--- src/mono_framebuffer_plot_engine_top_assert.svh ---
// ----------------------------------------------------------------------------
// mono framebuffer plot engine assertion macros
// concurrent checks that vanish when SYNTHESIS is defined
// ----------------------------------------------------------------------------
`ifndef MONO_FRAMEBUFFER_PLOT_ENGINE_TOP_ASSERT_SVH
`define MONO_FRAMEBUFFER_PLOT_ENGINE_TOP_ASSERT_SVH

`ifndef SYNTHESIS
`define MFPE_ASSERT(lbl, clk_s, rst_s, prop, msg) \
  lbl: assert property (@(posedge clk_s) disable iff (rst_s) prop) else $error(msg);
`define MFPE_ASSERT_ALWAYS(lbl, clk_s, prop, msg) \
  lbl: assert property (@(posedge clk_s) prop) else $error(msg);
`else
`define MFPE_ASSERT(lbl, clk_s, rst_s, prop, msg)
`define MFPE_ASSERT_ALWAYS(lbl, clk_s, prop, msg)
`endif

`endif

--- src/mfpe_ram.sv ---
// ----------------------------------------------------------------------------
// mfpe_ram
// generic single-clock ram, one write port and one registered read port
// ----------------------------------------------------------------------------
module mfpe_ram #(
  parameter int WIDTH = 8,
  parameter int DEPTH = 512
) (
  input  logic                     clk,
  input  logic                     wr_en,
  input  logic [$clog2(DEPTH)-1:0] wr_addr,
  input  logic [WIDTH-1:0]         wr_data,
  input  logic                     rd_en,
  input  logic [$clog2(DEPTH)-1:0] rd_addr,
  output logic [WIDTH-1:0]         rd_data
);

  logic [WIDTH-1:0] mem [DEPTH];

  always_ff @(posedge clk) begin
    if (wr_en) begin
      mem[wr_addr] <= wr_data;
    end
    if (rd_en) begin
      rd_data <= mem[rd_addr];
    end
  end

endmodule

--- config.mk ---
export PLATFORM = sky130hd
export DESIGN_NAME = mfpe_ram
export DESIGN_NICKNAME = d
export VERILOG_FILES = /design/src/mono_framebuffer_plot_engine_top_assert.svh /design/src/mfpe_ram.sv
export SDC_FILE = /design/constraint.sdc
export NUM_CORES = 2
export LEC_CHECK = 0
export ABC_CLOCK_PERIOD_IN_PS = 3600
export BUFFER_PORTS_ARGS = -buffer_cell sky130_fd_sc_hd__clkbuf_2
export CAP_MARGIN = 20
export CORE_MARGIN = 5
export CORE_UTILIZATION = 50
export CTS_BUF_LIST = sky130_fd_sc_hd__clkbuf_8
export DETAILED_ROUTE_END_ITERATION = 10
export PLACE_DENSITY = 0.65
export SYNTH_ARGS = -nofsm -noshare
export SYNTH_HDL_FRONTEND = slang
export SYNTH_SLANG_ARGS = --single-unit
--- constraint.sdc ---
create_clock -name clk -period 3.6 [get_ports clk]
set_input_delay 0.36 -clock clk [delete_from_list [all_inputs] [get_ports clk]]
set_output_delay 0.36 -clock clk [all_outputs]
set_load 0.01 [all_outputs]
==> flow_summary.ini <==
[run_status]
status = finished clean

[final_layout]
fin_nets = 8854
flow.area_growth_from_synthesis_pct = 12.7
final_layout_size_suffix_gt1_share_pct = 22.5

[place]
detailedPlacementHpwl_um = 260000
buffer_ports.inserted = 36
place_congestion = 0.875

[pwr]
power.switching_fraction_pct = 22.9
sequential_share_of_power_pct = 56.6
combinationalPowerShare_pct = 5.4
overall_power_w = 0.0931
p_switching_w = 0.0213
power_frac_clock_pct = 38.1
vdd.ir_drop.worst_mv = 0.356
internal_power_w = 0.0719
power_density_nw_per_um2 = 517
p_leak_nw = 58.7

[synth]
synth-warning-count = 0
synth_top_cells_by_area = edfxtp_1 77%, mux4_2 9.2%, mux2i_1 5.0%
syn_area_per_cell_um2 = 19.9
synth_area_um2 = 160000
yosys.area.top_type_share_pct = 77.0
yosysTopAreaCell = edfxtp_1
synth-seq-cells = 4104
syn-num-nets = 8059
netlist_instances = 8030
synth_seq_area_share_pct = 77.0
yosys.cell_types.count = 50

[critical_path]
setup.reg_to_reg.worst_slack_ns = 0.61
worstPathMaxFanout = 2
worstPathArrival_ns = 4.03
critical_path.endpoint_type = register
path_class = register to register
worst_r2r_path_depth = 8
setup.worst_path.start_class = register
crit-reg2reg-launch = mem[281][3]$_DFFE_PP_
cp.required_ns = 4.64
regToRegEndpoint = rd_data[3]$_DFFE_PP_

[floorplanning]
placementRows = 207
floorplan.initialDensity_pct = 50.3
die_w_um = 576
fp.dieArea_um2 = 331000
die_outline_height_um = 576
pin_count = 37
design.core.area_um2 = 318000

[worst_hold_path]
whs_endpoint = mem[21][7]$_DFFE_PP_
timing.hold.worst.start = wr_data[7]
hold_path_class = input pin to register
hold_depth = 2

[cts]
numClockSinks = 4104
cts_made_buffers = 647
clockBufferDepth = 4
tritoncts = done
clkSlewWorstSetupHoldPaths_ns = 0.06
post_cts.resized_instances = 0
clkLatencyLatePin_ns = 1.20
cts-root-buf = clkbuf_8
ctsHtreeMaxLevel = 6

[timing]
setup_viol = 0
hold_viol = 0
finalCritPeriodShare_pct = 83.0
clock.fmax_ghz = 0.335
rsz0062_at_grt = no
timing_worst_slew_pin_value_ns = 1.27
fin_crit_ns = 2.99
drv_slew = 0
worst_case_hold_slack_ns = 0.165
worst_clock_skew_ns = 0.0959
relSlewSlack_pct = 15.2

[drt]
antenna_violating_nets_left = 0
dr.pass1.iters = 6
first_iter_violations = 11087
route.vias.total = 84596
detail_route.drc_violations = 0
wirelength_um = 416000
routed_via_density = 6.27
wl_per_cell_um = 30.9

[global_route]
grt_first_pass_wirelength_um = 601000
grt_max_degree = 172
grt_pass1_vias = 85075
grt_antenna_before_repair = 23
globalRoute.totalOverflow = 0
gr-usage-all-layers_pct = 24.8

[run]
cap_violations = 0
[timing repair]
item | 4_1_cts | 5_1_grt
endpoints found under the hold margin | 2177 | 0
setup buffers | 0 | 0
hold buffers | 9 | 0
[critical path, cell delays in order (launching register included)]
cell      delay, ns
edfxtp_1       0.33
mux2i_1        0.07
o221ai_1       0.47
a21oi_1        0.19
nor4_1         0.64
nand4_1        0.30
nor4_1         0.50
buf_4          0.19
o2111a_1       0.17
[state kept, by name, summed over array words and instances (netlist names)]
register and flops:
mem 4096, rd_data 8
[per-stage QoR]
step | setup TNS (ns) | cells | worst slack (ns) | area [µm²] | util, %
after floorplan | 0 | 8030 | 1.13 | 160000 | -
after global placement | -1.70 | 12343 | -0.415 | 169000 | 53.0
after detailed placement | -0.379 | 12347 | -0.291 | 169000 | 53.0
after CTS | 0 | 13474 | 0.659 | 180000 | 56.6
after global routing | 0 | 13478 | 0.625 | 180000 | 56.6
final | 0 | 13482 | 0.612 | 180000 | 56.6
[power groups by stage]
stage          sequential, W  combinational [W]  clock, W
2_1_floorplan         0.0537            0.00250         0
3_3_place_gp          0.0537            0.00489         0
3_5_place_dp          0.0537            0.00497         0
4_1_cts               0.0527            0.00499    0.0360
5_1_grt               0.0527            0.00522    0.0383
6_report              0.0527            0.00500    0.0354
[cells by family after synthesis]
group | after synthesis | synth area share, %
AO/OA/AOI/OAI | 979 | 4.31
buffers and inverters | 516 | 1.85
flip-flops | 4104 | 77.0
multiplexers | 1451 | 14.2
AND/OR/NAND/NOR | 980 | 2.63
[layout by cell type (no fill, tap or decap), drive strengths merged, types with 9 or more instances in the layout]
cell type,synthesis,routed
inv,3,248
nand3,36,36
clkinvlp,0,12
edfxtp,4104,4104
and2,20,20
nand2,111,111
a22oi,61,61
o21ai,119,119
nor3,109,109
nor2,597,597
dlygate4sd3,0,9
nand4,32,32
clkbuf,265,677
mux4,654,654
o221ai,372,372
buf,248,626
a21oi,194,194
o22ai,163,163
a211oi,17,17
nor4,36,36
o31ai,13,13
clkinv,0,200
mux2i,797,797
[Yosys cell counts, drive strengths merged]
library cell	count
nor3	109
a31oi	2
a211o	2
o22a	3
a221oi	1
o21ai	119
or2	5
nor4b	1
and2	20
nand2	111
o41ai	7
nor4	36
mux4	654
nand3b	1
or3	6
a22o	5
o221ai	372
a211oi	17
nand4	32
nor3b	8
o211ai	2
mux2i	797
edfxtp	4104
a2111oi	3
o2111a	8
nor2	597
and3b	4
and3	4
o22ai	163
nand3	36
clkbuf	265
o311a	1
a22oi	61
o311ai	6
nand2b	4
buf	248
inv	3
nor2b	6
a21oi	194
o31ai	13
[worst max-delay path by stage]
stage | start | end | slack [ns] | cells past startpoint
floorplan | rd_addr[0] | rd_data[0]$_DFFE_PP_ | 1.13 | 10
global placement | rd_addr[1] | rd_data[2]$_DFFE_PP_ | -0.41 | 10
detailed placement | rd_addr[0] | rd_data[3]$_DFFE_PP_ | -0.29 | 11
CTS | mem[280][3]$_DFFE_PP_ | rd_data[3]$_DFFE_PP_ | 0.66 | 8
global route | mem[280][3]$_DFFE_PP_ | rd_data[3]$_DFFE_PP_ | 0.62 | 8
finish | mem[281][3]$_DFFE_PP_ | rd_data[3]$_DFFE_PP_ | 0.61 | 8
[area by class of cell]
| cell class | instances | area (µm²) |
|---|---|---|
| fillers | 23445 | 138000 |
| multi-input cells | 3410 | 34000 |
| well taps | 4180 | 5230 |
| flip-flops and latches | 4104 | 123000 |
| repair buffers | 659 | 6410 |
| clock buffers | 653 | 8990 |
| inverters | 3 | 18.8 |
| clock inverters | 465 | 2380 |
| diodes | 8 | 20.0 |
[routing by layer]
layer  up-vias  global-route usage, %  share of wire [%]
li1      35169                      -                  -
met1     43929                   35.7                 40
met2      4702                   38.1                 47
met3       786                   4.76                9.8
met4        10                   8.89                3.7
met5         -                      0              0.016
Power figures use the tool's default switching activity.
